===== src/rtl/frame_header_deframer_top_defines.svh =====
`ifndef FRAME_HEADER_DEFRAMER_TOP_DEFINES_SVH
`define FRAME_HEADER_DEFRAMER_TOP_DEFINES_SVH

// checked outside reset
`define FHD_ASSERT(lbl, prop, msg) \
    lbl: assert property (@(posedge clk) disable iff (!rst_n) prop) else $error(msg);

// checked at every edge, reset included
`define FHD_ASSERT_ALWAYS(lbl, prop, msg) \
    lbl: assert property (@(posedge clk) prop) else $error(msg);

`endif


===== src/rtl/fhd_pkg.sv =====
package fhd_pkg;

    localparam logic [31:0] MAGIC_WORD    = 32'h4652_414D;
    localparam logic [31:0] FLAG_KEY      = 32'h0000_0001;
    localparam logic [31:0] FLAG_END      = 32'h0000_0004;
    localparam logic [31:0] FLAG_CFG      = 32'h0000_0008;
    localparam logic [31:0] FLAGS_ALLOWED = FLAG_KEY | FLAG_END | FLAG_CFG;
    localparam logic [23:0] LEN_RESET     = 24'd8388608;

    localparam logic [1:0] KIND_HEADER  = 2'd0;
    localparam logic [1:0] KIND_PAYLOAD = 2'd1;
    localparam logic [1:0] KIND_DROP    = 2'd2;

    localparam logic [1:0] FMT_BE_LTF = 2'd0;
    localparam logic [1:0] FMT_LE_LTF = 2'd1;
    localparam logic [1:0] FMT_BE_FLT = 2'd2;
    localparam logic [1:0] FMT_LE_FLT = 2'd3;

    typedef enum logic [2:0] {
        PH_MAGIC   = 3'b001,
        PH_HEADER  = 3'b010,
        PH_PAYLOAD = 3'b100
    } phase_t;

    typedef struct packed {
        logic        found;
        logic [1:0]  fmt;
        logic [23:0] len;
        logic [63:0] ts;
        logic [3:0]  flags;
    } hdr_dec_t;

    typedef struct packed {
        logic [1:0]  item_kind;
        logic [23:0] frame_length;
        logic [63:0] timestamp;
        logic [3:0]  frame_flags;
        logic [1:0]  header_format;
        logic [7:0]  payload_byte;
        logic        last_byte;
    } result_t;

endpackage


===== src/rtl/fhd_in_if.sv =====
interface fhd_in_if;
    logic       valid;
    logic       ready;
    logic [7:0] in_byte;
    logic       conn_start;

    modport source (output valid, output in_byte, output conn_start, input ready);
    modport sink (input valid, input in_byte, input conn_start, output ready);
endinterface


===== src/rtl/fhd_out_if.sv =====
interface fhd_out_if;
    logic        valid;
    logic        ready;
    logic [1:0]  item_kind;
    logic [23:0] frame_length;
    logic [63:0] timestamp;
    logic [3:0]  frame_flags;
    logic [1:0]  header_format;
    logic [7:0]  payload_byte;
    logic        last_byte;

    modport source (
        output valid, output item_kind, output frame_length, output timestamp,
        output frame_flags, output header_format, output payload_byte,
        output last_byte, input ready
    );
    modport sink (
        input valid, input item_kind, input frame_length, input timestamp,
        input frame_flags, input header_format, input payload_byte,
        input last_byte, output ready
    );
endinterface


===== src/rtl/fhd_cfg_if.sv =====
interface fhd_cfg_if;
    logic        valid;
    logic        ready;
    logic [23:0] data;

    modport source (output valid, output data, input ready);
    modport sink (input valid, input data, output ready);
endinterface


===== src/rtl/fhd_hdr_dec.sv =====
module fhd_hdr_dec (
    input  logic [127:0]      hdr,
    input  logic [23:0]       max_len,
    input  logic              locked,
    input  logic [1:0]        lock_fmt,
    output fhd_pkg::hdr_dec_t dec
);
    import fhd_pkg::*;

    function automatic logic [63:0] get_word(
        input logic [127:0] h,
        input int           off,
        input int           n,
        input logic         big
    );
        logic [63:0] v;
        logic [7:0]  b;
        v = '0;
        for (int i = 0; i < 8; i++)
        begin
            if (i < n)
            begin
                b = h[8 * ((off + i) & 15) +: 8];
                if (big)
                begin
                    v = {v[55:0], b};
                end
                else
                begin
                    v[8 * i +: 8] = b;
                end
            end
        end
        return v;
    endfunction

    logic [31:0] lens  [4];
    logic [31:0] flgs  [4];
    logic [63:0] tss   [4];
    logic [3:0]  pass;

    // four layouts side by side
    always_comb
    begin
        for (int g = 0; g < 4; g++)
        begin
            if (g < 2)
            begin
                lens[g] = 32'(get_word(hdr, 0, 4, (g & 1) == 0));
                tss[g]  = get_word(hdr, 4, 8, (g & 1) == 0);
                flgs[g] = 32'(get_word(hdr, 12, 4, (g & 1) == 0));
            end
            else
            begin
                flgs[g] = 32'(get_word(hdr, 0, 4, (g & 1) == 0));
                lens[g] = 32'(get_word(hdr, 4, 4, (g & 1) == 0));
                tss[g]  = get_word(hdr, 8, 8, (g & 1) == 0);
            end
            pass[g] = (lens[g][31:24] == 8'd0) && (lens[g][23:0] <= max_len)
                && ((flgs[g] & ~FLAGS_ALLOWED) == 32'd0)
                && !((lens[g] == 32'd0) && ((flgs[g] & (FLAG_END | FLAG_CFG)) == 32'd0));
        end
    end

    // locked layout only, otherwise first passing one
    always_comb
    begin
        dec.found = 1'b0;
        dec.fmt   = FMT_BE_LTF;
        if (locked)
        begin
            dec.found = pass[lock_fmt];
            dec.fmt   = lock_fmt;
        end
        else if (pass[0])
        begin
            dec.found = 1'b1;
            dec.fmt   = FMT_BE_LTF;
        end
        else if (pass[1])
        begin
            dec.found = 1'b1;
            dec.fmt   = FMT_LE_LTF;
        end
        else if (pass[2])
        begin
            dec.found = 1'b1;
            dec.fmt   = FMT_BE_FLT;
        end
        else if (pass[3])
        begin
            dec.found = 1'b1;
            dec.fmt   = FMT_LE_FLT;
        end
        dec.len   = lens[dec.fmt][23:0];
        dec.ts    = tss[dec.fmt];
        dec.flags = flgs[dec.fmt][3:0];
    end
endmodule


===== src/rtl/frame_header_deframer_top.sv =====
// channel  modport  payload
// stream   sink     in_byte, conn_start
// result   source   item_kind, frame_length, timestamp, frame_flags,
//                   header_format, payload_byte, last_byte
// cfg      sink     data (max_frame_length)
//
// one byte per cycle while result is not stalled; a result is registered
// the path is input register, header decode and framing logic, result register
// bytes that make no result still pass through the core slot
// reset clears framing, format lock and max_frame_length (8388608); header store has no reset
// a stalled result holds the core; the input register still takes one more beat
module frame_header_deframer_top (
    input logic     clk,
    input logic     rst_n,
    fhd_in_if.sink  stream,
    fhd_out_if.source result,
    fhd_cfg_if.sink cfg
);
    import fhd_pkg::*;
    `include "frame_header_deframer_top_defines.svh"

    logic [23:0]  max_len_reg;

    logic         in_vld_reg;
    logic [7:0]   in_byte_reg;
    logic         in_conn_reg;

    phase_t       phase_reg, phase_next;
    logic [31:0]  window_reg, window_next;
    logic [2:0]   fill_reg, fill_next;
    logic         slide_reg, slide_next;
    logic [3:0]   count_reg, count_next;
    logic         locked_reg, locked_next;
    logic [1:0]   lfmt_reg, lfmt_next;
    logic [23:0]  rem_reg, rem_next;
    logic [7:0]   hdr_mem [16];

    logic         out_vld_reg;
    result_t      out_reg;

    phase_t       eff_phase;
    logic [31:0]  eff_window;
    logic [2:0]   eff_fill;
    logic         eff_slide;
    logic [3:0]   eff_count;
    logic         eff_locked;
    logic [1:0]   eff_lfmt;
    logic [23:0]  eff_rem;

    logic         core_go;
    logic         produce;
    result_t      res;
    logic [127:0] hdr_vec;
    hdr_dec_t     dec;
    logic [31:0]  win_shift;
    logic [2:0]   fill_inc;
    logic [23:0]  rem_dec;

    assign core_go      = in_vld_reg && (!out_vld_reg || result.ready);
    assign stream.ready = !in_vld_reg || core_go;
    assign cfg.ready    = 1'b1;

    always_ff @(posedge clk or negedge rst_n)
    begin
        if (!rst_n)
        begin
            max_len_reg <= LEN_RESET;
        end
        else if (cfg.valid)
        begin
            max_len_reg <= cfg.data;
        end
    end

    always_ff @(posedge clk or negedge rst_n)
    begin
        if (!rst_n)
        begin
            in_vld_reg <= 1'b0;
        end
        else if (stream.ready)
        begin
            in_vld_reg <= stream.valid;
        end
    end

    always_ff @(posedge clk)
    begin
        if (stream.ready && stream.valid)
        begin
            in_byte_reg <= stream.in_byte;
            in_conn_reg <= stream.conn_start;
        end
    end

    // new connection clears lock and framing first
    always_comb
    begin
        if (in_conn_reg)
        begin
            eff_phase  = PH_MAGIC;
            eff_window = '0;
            eff_fill   = '0;
            eff_slide  = 1'b0;
            eff_count  = '0;
            eff_locked = 1'b0;
            eff_lfmt   = FMT_BE_LTF;
            eff_rem    = '0;
        end
        else
        begin
            eff_phase  = phase_reg;
            eff_window = window_reg;
            eff_fill   = fill_reg;
            eff_slide  = slide_reg;
            eff_count  = count_reg;
            eff_locked = locked_reg;
            eff_lfmt   = lfmt_reg;
            eff_rem    = rem_reg;
        end
    end

    always_comb
    begin
        for (int i = 0; i < 15; i++)
        begin
            hdr_vec[8 * i +: 8] = hdr_mem[i];
        end
        hdr_vec[127:120] = in_byte_reg;
    end

    fhd_hdr_dec u_hdr_dec (
        .hdr      (hdr_vec),
        .max_len  (max_len_reg),
        .locked   (eff_locked),
        .lock_fmt (eff_lfmt),
        .dec      (dec)
    );

    assign win_shift = {eff_window[23:0], in_byte_reg};
    assign fill_inc  = (eff_fill < 3'd4) ? eff_fill + 3'd1 : eff_fill;
    assign rem_dec   = (eff_rem != 24'd0) ? eff_rem - 24'd1 : eff_rem;

    always_comb
    begin
        phase_next  = eff_phase;
        window_next = eff_window;
        fill_next   = eff_fill;
        slide_next  = eff_slide;
        count_next  = eff_count;
        locked_next = eff_locked;
        lfmt_next   = eff_lfmt;
        rem_next    = eff_rem;
        produce     = 1'b0;
        res         = '0;
        case (eff_phase)
            PH_HEADER:
            begin
                if (eff_count != 4'd15)
                begin
                    count_next = eff_count + 4'd1;
                end
                else
                begin
                    count_next = '0;
                    produce    = 1'b1;
                    if (dec.found)
                    begin
                        locked_next       = 1'b1;
                        lfmt_next         = dec.fmt;
                        res.item_kind     = KIND_HEADER;
                        res.frame_length  = dec.len;
                        res.timestamp     = dec.ts;
                        res.frame_flags   = dec.flags;
                        res.header_format = dec.fmt;
                        rem_next          = dec.len;
                        phase_next        = (dec.len != 24'd0) ? PH_PAYLOAD : PH_MAGIC;
                    end
                    else
                    begin
                        res.item_kind = KIND_DROP;
                        phase_next    = PH_MAGIC;
                        slide_next    = 1'b1;
                        window_next   = '0;
                        fill_next     = '0;
                    end
                end
            end
            PH_PAYLOAD:
            begin
                produce          = 1'b1;
                res.item_kind    = KIND_PAYLOAD;
                res.payload_byte = in_byte_reg;
                res.last_byte    = (eff_rem <= 24'd1);
                rem_next         = rem_dec;
                if (rem_dec == 24'd0)
                begin
                    phase_next = PH_MAGIC;
                end
            end
            default:
            begin
                phase_next  = PH_MAGIC;
                window_next = win_shift;
                fill_next   = fill_inc;
                if (fill_inc >= 3'd4)
                begin
                    if (win_shift == MAGIC_WORD)
                    begin
                        phase_next  = PH_HEADER;
                        count_next  = '0;
                        slide_next  = 1'b0;
                        window_next = '0;
                        fill_next   = '0;
                    end
                    else if (!eff_slide)
                    begin
                        slide_next  = 1'b1;
                        window_next = '0;
                        fill_next   = '0;
                    end
                end
            end
        endcase
    end

    always_ff @(posedge clk or negedge rst_n)
    begin
        if (!rst_n)
        begin
            phase_reg  <= PH_MAGIC;
            window_reg <= '0;
            fill_reg   <= '0;
            slide_reg  <= 1'b0;
            count_reg  <= '0;
            locked_reg <= 1'b0;
            lfmt_reg   <= FMT_BE_LTF;
            rem_reg    <= '0;
        end
        else if (core_go)
        begin
            phase_reg  <= phase_next;
            window_reg <= window_next;
            fill_reg   <= fill_next;
            slide_reg  <= slide_next;
            count_reg  <= count_next;
            locked_reg <= locked_next;
            lfmt_reg   <= lfmt_next;
            rem_reg    <= rem_next;
        end
    end

    always_ff @(posedge clk)
    begin
        if (core_go && (eff_phase == PH_HEADER))
        begin
            hdr_mem[eff_count] <= in_byte_reg;
        end
    end

    always_ff @(posedge clk or negedge rst_n)
    begin
        if (!rst_n)
        begin
            out_vld_reg <= 1'b0;
        end
        else if (!out_vld_reg || result.ready)
        begin
            out_vld_reg <= core_go && produce;
        end
    end

    always_ff @(posedge clk)
    begin
        if (core_go && produce)
        begin
            out_reg <= res;
        end
    end

    assign result.valid         = out_vld_reg;
    assign result.item_kind     = out_reg.item_kind;
    assign result.frame_length  = out_reg.frame_length;
    assign result.timestamp     = out_reg.timestamp;
    assign result.frame_flags   = out_reg.frame_flags;
    assign result.header_format = out_reg.header_format;
    assign result.payload_byte  = out_reg.payload_byte;
    assign result.last_byte     = out_reg.last_byte;

    `FHD_ASSERT(a_phase_onehot, $onehot(phase_reg), "phase register not one-hot")
    `FHD_ASSERT(a_fill_range, fill_reg <= 3'd4, "magic window fill out of range")
    `FHD_ASSERT(a_last_ends_frame,
        core_go && produce && (res.item_kind == KIND_PAYLOAD) && res.last_byte
            |=> phase_reg == PH_MAGIC,
        "last payload beat did not return to magic search")
    `FHD_ASSERT(a_drop_clean,
        result.valid && (result.item_kind == KIND_DROP)
            |-> (result.frame_length == 24'd0) && (result.timestamp == 64'd0)
                && (result.header_format == FMT_BE_LTF),
        "drop result carries header fields")
endmodule


===== src/flat_wrapper.sv =====
// flat-port wrapper written by rule: the top's interface ports become plain ports
module frame_header_deframer_top_flat import fhd_pkg::*;
  (clk, rst_n, stream_valid, stream_in_byte, stream_conn_start, stream_ready, result_valid, result_item_kind, result_frame_length, result_timestamp, result_frame_flags, result_header_format, result_payload_byte, result_last_byte, result_ready, cfg_valid, cfg_data, cfg_ready);
  fhd_in_if stream_i ();
  fhd_out_if result_i ();
  fhd_cfg_if cfg_i ();
  input logic clk;
  input logic rst_n;
  input wire logic [$bits(stream_i.valid)-1:0] stream_valid;
  input wire logic [$bits(stream_i.in_byte)-1:0] stream_in_byte;
  input wire logic [$bits(stream_i.conn_start)-1:0] stream_conn_start;
  output wire logic [$bits(stream_i.ready)-1:0] stream_ready;
  output wire logic [$bits(result_i.valid)-1:0] result_valid;
  output wire logic [$bits(result_i.item_kind)-1:0] result_item_kind;
  output wire logic [$bits(result_i.frame_length)-1:0] result_frame_length;
  output wire logic [$bits(result_i.timestamp)-1:0] result_timestamp;
  output wire logic [$bits(result_i.frame_flags)-1:0] result_frame_flags;
  output wire logic [$bits(result_i.header_format)-1:0] result_header_format;
  output wire logic [$bits(result_i.payload_byte)-1:0] result_payload_byte;
  output wire logic [$bits(result_i.last_byte)-1:0] result_last_byte;
  input wire logic [$bits(result_i.ready)-1:0] result_ready;
  input wire logic [$bits(cfg_i.valid)-1:0] cfg_valid;
  input wire logic [$bits(cfg_i.data)-1:0] cfg_data;
  output wire logic [$bits(cfg_i.ready)-1:0] cfg_ready;
  assign stream_i.valid = stream_valid;
  assign stream_i.in_byte = stream_in_byte;
  assign stream_i.conn_start = stream_conn_start;
  assign stream_ready = stream_i.ready;
  assign result_valid = result_i.valid;
  assign result_item_kind = result_i.item_kind;
  assign result_frame_length = result_i.frame_length;
  assign result_timestamp = result_i.timestamp;
  assign result_frame_flags = result_i.frame_flags;
  assign result_header_format = result_i.header_format;
  assign result_payload_byte = result_i.payload_byte;
  assign result_last_byte = result_i.last_byte;
  assign result_i.ready = result_ready;
  assign cfg_i.valid = cfg_valid;
  assign cfg_i.data = cfg_data;
  assign cfg_ready = cfg_i.ready;
  frame_header_deframer_top u_core (.clk(clk), .rst_n(rst_n), .stream(stream_i), .result(result_i), .cfg(cfg_i));
endmodule

===== config.mk =====
export PLATFORM = sky130hd
export DESIGN_NAME = frame_header_deframer_top_flat
export DESIGN_NICKNAME = d
export VERILOG_FILES = /design/src/rtl/fhd_pkg.sv /design/src/rtl/fhd_in_if.sv /design/src/rtl/fhd_out_if.sv /design/src/rtl/fhd_cfg_if.sv /design/src/rtl/fhd_hdr_dec.sv /design/src/rtl/frame_header_deframer_top.sv /design/src/flat_wrapper.sv
export VERILOG_INCLUDE_DIRS = /design/src /design/src/rtl
export SDC_FILE = /design/constraint.sdc
export NUM_CORES = 1
export LEC_CHECK = 0
export BUFFER_PORTS_ARGS = -buffer_cell sky130_fd_sc_hd__buf_4
export CAP_MARGIN = 30
export CORE_ASPECT_RATIO = 1.4
export CORE_MARGIN = 5
export CORE_UTILIZATION = 23
export DETAILED_ROUTE_END_ITERATION = 10
export PLACE_DENSITY_LB_ADDON = 0.1
export SYNTH_ARGS = -nofsm -noshare
export SYNTH_HDL_FRONTEND = slang
export SYNTH_SLANG_ARGS = --single-unit
export TNS_END_PERCENT = 5

===== constraint.sdc =====
create_clock -name clk -period 10.1 [get_ports clk]
set_clock_uncertainty 0.2 [all_clocks]
set_input_delay 0.505 -clock clk [delete_from_list [all_inputs] [get_ports clk]]
set_output_delay 0.505 -clock clk [all_outputs]
set_load 0.01 [all_outputs]

==> impl_summary.log <==
[metrics] ys async rst share: 27.3%
[metrics] pre-CTS setup slack: 4140 ps
[metrics] # setup viols final: 0
[metrics] gr ovfl total: 0
[metrics] slew of the pin with the lowest slew margin: approximately 1000 ps
[metrics] clk buf depth: 3
[metrics] io pins: 146
[metrics] adder and majority cell fraction of the synthesized area: 7.43%
[metrics] area of placed instances: 19800 sq um
[metrics] cell accounting for the most synthesized area: edfxtp_1
[metrics] Starting Density: about 23%
[metrics] dominant synthesized flop cell: edfxtp_1
[metrics] sequential share of the synthesized area: between 50% and 60%
[metrics] timing startpoint of the critical path: u_core.max_len_reg[9]$_DFFE_PN0P_
[metrics] status: complete, no violations
[metrics] average via count per standard cell: 4.97
[metrics] Top reg by flops: u_core.hdr_mem
[metrics] areal power density over the cells: 145 nW/um^2
[metrics] maximum capacitance violations: 0
[metrics] number of detailed-routing iterations run before antenna repair: 5
[metrics] total half-perimeter wirelength after legalization and detailed placement: 48000 microns
[metrics] clock-pin slew on the worst setup and hold paths: 60 ps
[metrics] total length of routed wires: 66700 microns
[metrics] Wirelength per Cell: 24.1 microns
[metrics] final net count: ~1900
[metrics] Syn Area/Cell: 11.0 sq um
[metrics] DIE HEIGHT: approximately 340 microns
[metrics] start of the worst register-to-register path: u_core.max_len_reg[9]$_DFFE_PN0P_
[metrics] Reg-to-Reg End: u_core.phase_reg[2]$_DFFE_PN0P_
[metrics] floorplan die area: 81800 sq um
[metrics] top cells by area, synth: edfxtp_1, dfrtp_1, ha_1
[metrics] final weighted congestion in routability-driven placement: 0.876
[metrics] required time at the worst-slack endpoint: between 10000 and 15000 ps
[metrics] number of different library cells in the post-synthesis netlist: 88
[metrics] Resized cells post-CTS: 0
[metrics] TritonCTS clock tree: done
[metrics] Worst path depth: 15
[metrics] WS Path Type: reg2reg
[metrics] proportion of synthesized area in mux cells: under 10%
[metrics] Initial DRC Count: 945
[metrics] ordered list of cells on the worst path: inv_1 -> ha_1 -> a21o_1 -> nand3_1 -> a2111oi_0 -> or4_1 -> o21ai_1 -> a21oi_1 -> a21oi_4 -> buf_4 -> mux2i_1 -> mux2i_1 -> or4_1 -> nor3b_2 -> a21oi_1
[metrics] crit path capture: u_core.phase_reg[2]$_DFFE_PN0P_
[metrics] setup repair after global routing missed its margin: false
[metrics] antenna violations before repair: 1
[metrics] number of hold-slack violations in the final timing report: 0
[metrics] overall routing resource usage: around 16%
[metrics] Syn Inst Count: 1591
[metrics] Worst Reg2Reg Path Length in Cells: 15
[metrics] number of global-route vias before repair: 14200
[metrics] proportion of layout cells with a drive suffix above 1: between 10% and 20%
[metrics] Slowest Stage Delay on Critical Path: 720 ps
[metrics] insertion delay of the later-clocked pin in the worst-skew pair: 570 ps
[metrics] Worst EP arrival: around 6200 ps
[metrics] first-pass GRT wire length: 97300 microns
[metrics] Fmax achieved: about 170 MHz
[metrics] simple-gate area share of the yosys netlist: 15.3%
[metrics] critical path fanouts, max: 62
[metrics] Die Wd: 243 microns
[metrics] main combinational cell family by area after synthesis: simple AND/OR/NAND/NOR gates
[metrics] minimum clock period after layout: 5920 ps
[metrics] core region area: approximately 75000 sq um
[metrics] Num CTS Buffers: 38
[metrics] max FFs per register: 120
[metrics] H-tree level count: 2
[metrics] register-to-register setup slack: 4180 ps
[metrics] Critical Path Slowest Stage Cell: or4_1
[metrics] number of remaining DRC errors: 0
[metrics] top-area cell type share of the netlist area: roughly two fifths
[metrics] FP Rows: 119
[metrics] min setup slack post-route: around 4200 ps
[metrics] Mapped Nets: 1733
[metrics] most common library cell in the layout ignoring fill and taps: edfxtp_1
[metrics] crit path capture type: flip-flop
[metrics] Synth Cell Area: 17500 sq um
[metrics] overall via count from detail_route: 13700
[metrics] worst hold-check slack: approximately 42 ps
[metrics] HP Class: in2reg
[metrics] synthesis-to-layout area growth: 22.3%
[metrics] final standard cell utilization of the core: 28.4%
[metrics] Port Buf Inserts: 144
[metrics] worst hold path cell count: 3
[metrics] number of antenna-violating nets in the routed design: 0
[metrics] CTS sink cnt: 322
[metrics] crit path buf inv count: 2
[metrics] critical path's top delay family: compound AO/OA/AOI/OAI gates
[metrics] cell at the root of the clock tree: clkbuf_16
[metrics] pin count of the biggest net entering global routing: 92
[metrics] share of the synthesized area in compound gates (AO/OA/AOI/OAI): 15.2%
[metrics] xor and xnor area share after synthesis: 0.350%
[metrics] portion of the clock cycle consumed by the worst path in the final layout: 58.6%
[metrics] number of fill cells: 7838
[metrics] Post-synth EDFFs: 234
[metrics] maximum vdd drop: between 0.00008 and 0.00009 V
[metrics] number of flip-flops and latches in the synthesized netlist: 322
[metrics] number of warnings issued by yosys: 0
[metrics] Max-Slew Margin vs Limit: 33.2%
[metrics] critical path launch point type: flip-flop
[metrics] final total negative setup slack: 0 ps
[metrics] most frequent cells in the layout: edfxtp_1, buf_4, nand2_1, nor2_1, ha_1
[metrics] final instance area: 21400 sq um
[metrics] Final Slew Violations: 0
[metrics] leakage power: between 8 and 9 nW
per-layer routing:
layer | track usage [%] | vias up | routed length [microns]
li1 | - | 6406 | -
met2 | 29.2 | 325 | 34500
met3 | 2.11 | 102 | 2310
met5 | 0 | - | 0
met1 | 18.6 | 6910 | 27100
met4 | 6.50 | 0 | 2830
what timing repair did:
action | CTS | global route
hold endpoints to repair | 51 | 0
hold buffers | 32 | 0
setup buffers | 0 | 0
cell families after synthesis:
logic type                 count (synthesis)
AOI/OAI and AO/OA                        389
xor gates and xnor gates                   7
adders and majority gates                104
buffers and inverters                    129
DFF                                      322
muxes                                     92
other                                      2
and+or+nand+nor                          546
tightest hold or removal path, cell delays in order:
cell and delay [ps]:
buf_4 80, nand3b_1 120, nand2b_1 60
per-stage QoR:
step	std cells	power [mW]
2_1_floorplan	1591	1.60
3_3_place_gp	2652	1.70
3_5_place_dp	2660	1.70
4_1_cts	2761	3.17
5_1_grt	2762	3.23
6_report	2764	3.10
how the worst min path moves through the flow:
stage | from | endpoint | slack [ps]
finish | result_ready | u_core.in_vld_reg$_DFFE_PN0N_ | 40
global route | cfg_data[21] | u_core.max_len_reg[21]$_DFFE_PN0P_ | 30
detailed placement | rst_n | u_core.in_vld_reg$_DFFE_PN0N_ | 230
global placement | rst_n | u_core.in_vld_reg$_DFFE_PN0N_ | 230
floorplan | rst_n | u_core.count_reg[0]$_DFFE_PN0P_ | 9
CTS | result_ready | u_core.in_vld_reg$_DFFE_PN0N_ | 3
Yosys cell counts, types with 17 or more instances:
cell type	count
inv_1	44
nor4_1	37
nand2_1	152
a21oi_1	72
a22o_1	28
and3_1	21
clkbuf_1	44
o21ai_0	85
and2_1	26
nor2_1	149
nor2b_1	17
ha_1	104
nand3_1	31
dfrtp_1	86
edfxtp_1	234
nor3_1	32
mux2_1	19
nand4_1	33
mux2i_1	60
a211oi_1	80
buf_2	18
report_power, final:
group / switching [mW] / internal [mW] / total [mW] / leakage (nW)
combinational: 0.147 / 0.0820 / 0.229 / 4.47
sequential: 0.0154 / 1.44 / 1.45 / 3.51
clock: 0.582 / 0.835 / 1.42 / 0.619
total: 0.745 / 2.35 / 3.10 / 8.59
layout make-up:
cell class / instances / area [sq um] / area share (%)
inverters: 46 / 173 / 0.807
well taps: 968 / 1210 / 5.66
repair buffers: 217 / 1790 / 8.36
flip-flops and latches: 322 / 9230 / 43.1
multi-input cells: 1140 / 7720 / 36.1
clock inverters: 21 / 230 / 1.08
clock buffers: 48 / 1040 / 4.86
diodes: 2 / 5.00 / 0.0234
(Power assumes the default switching activity.)
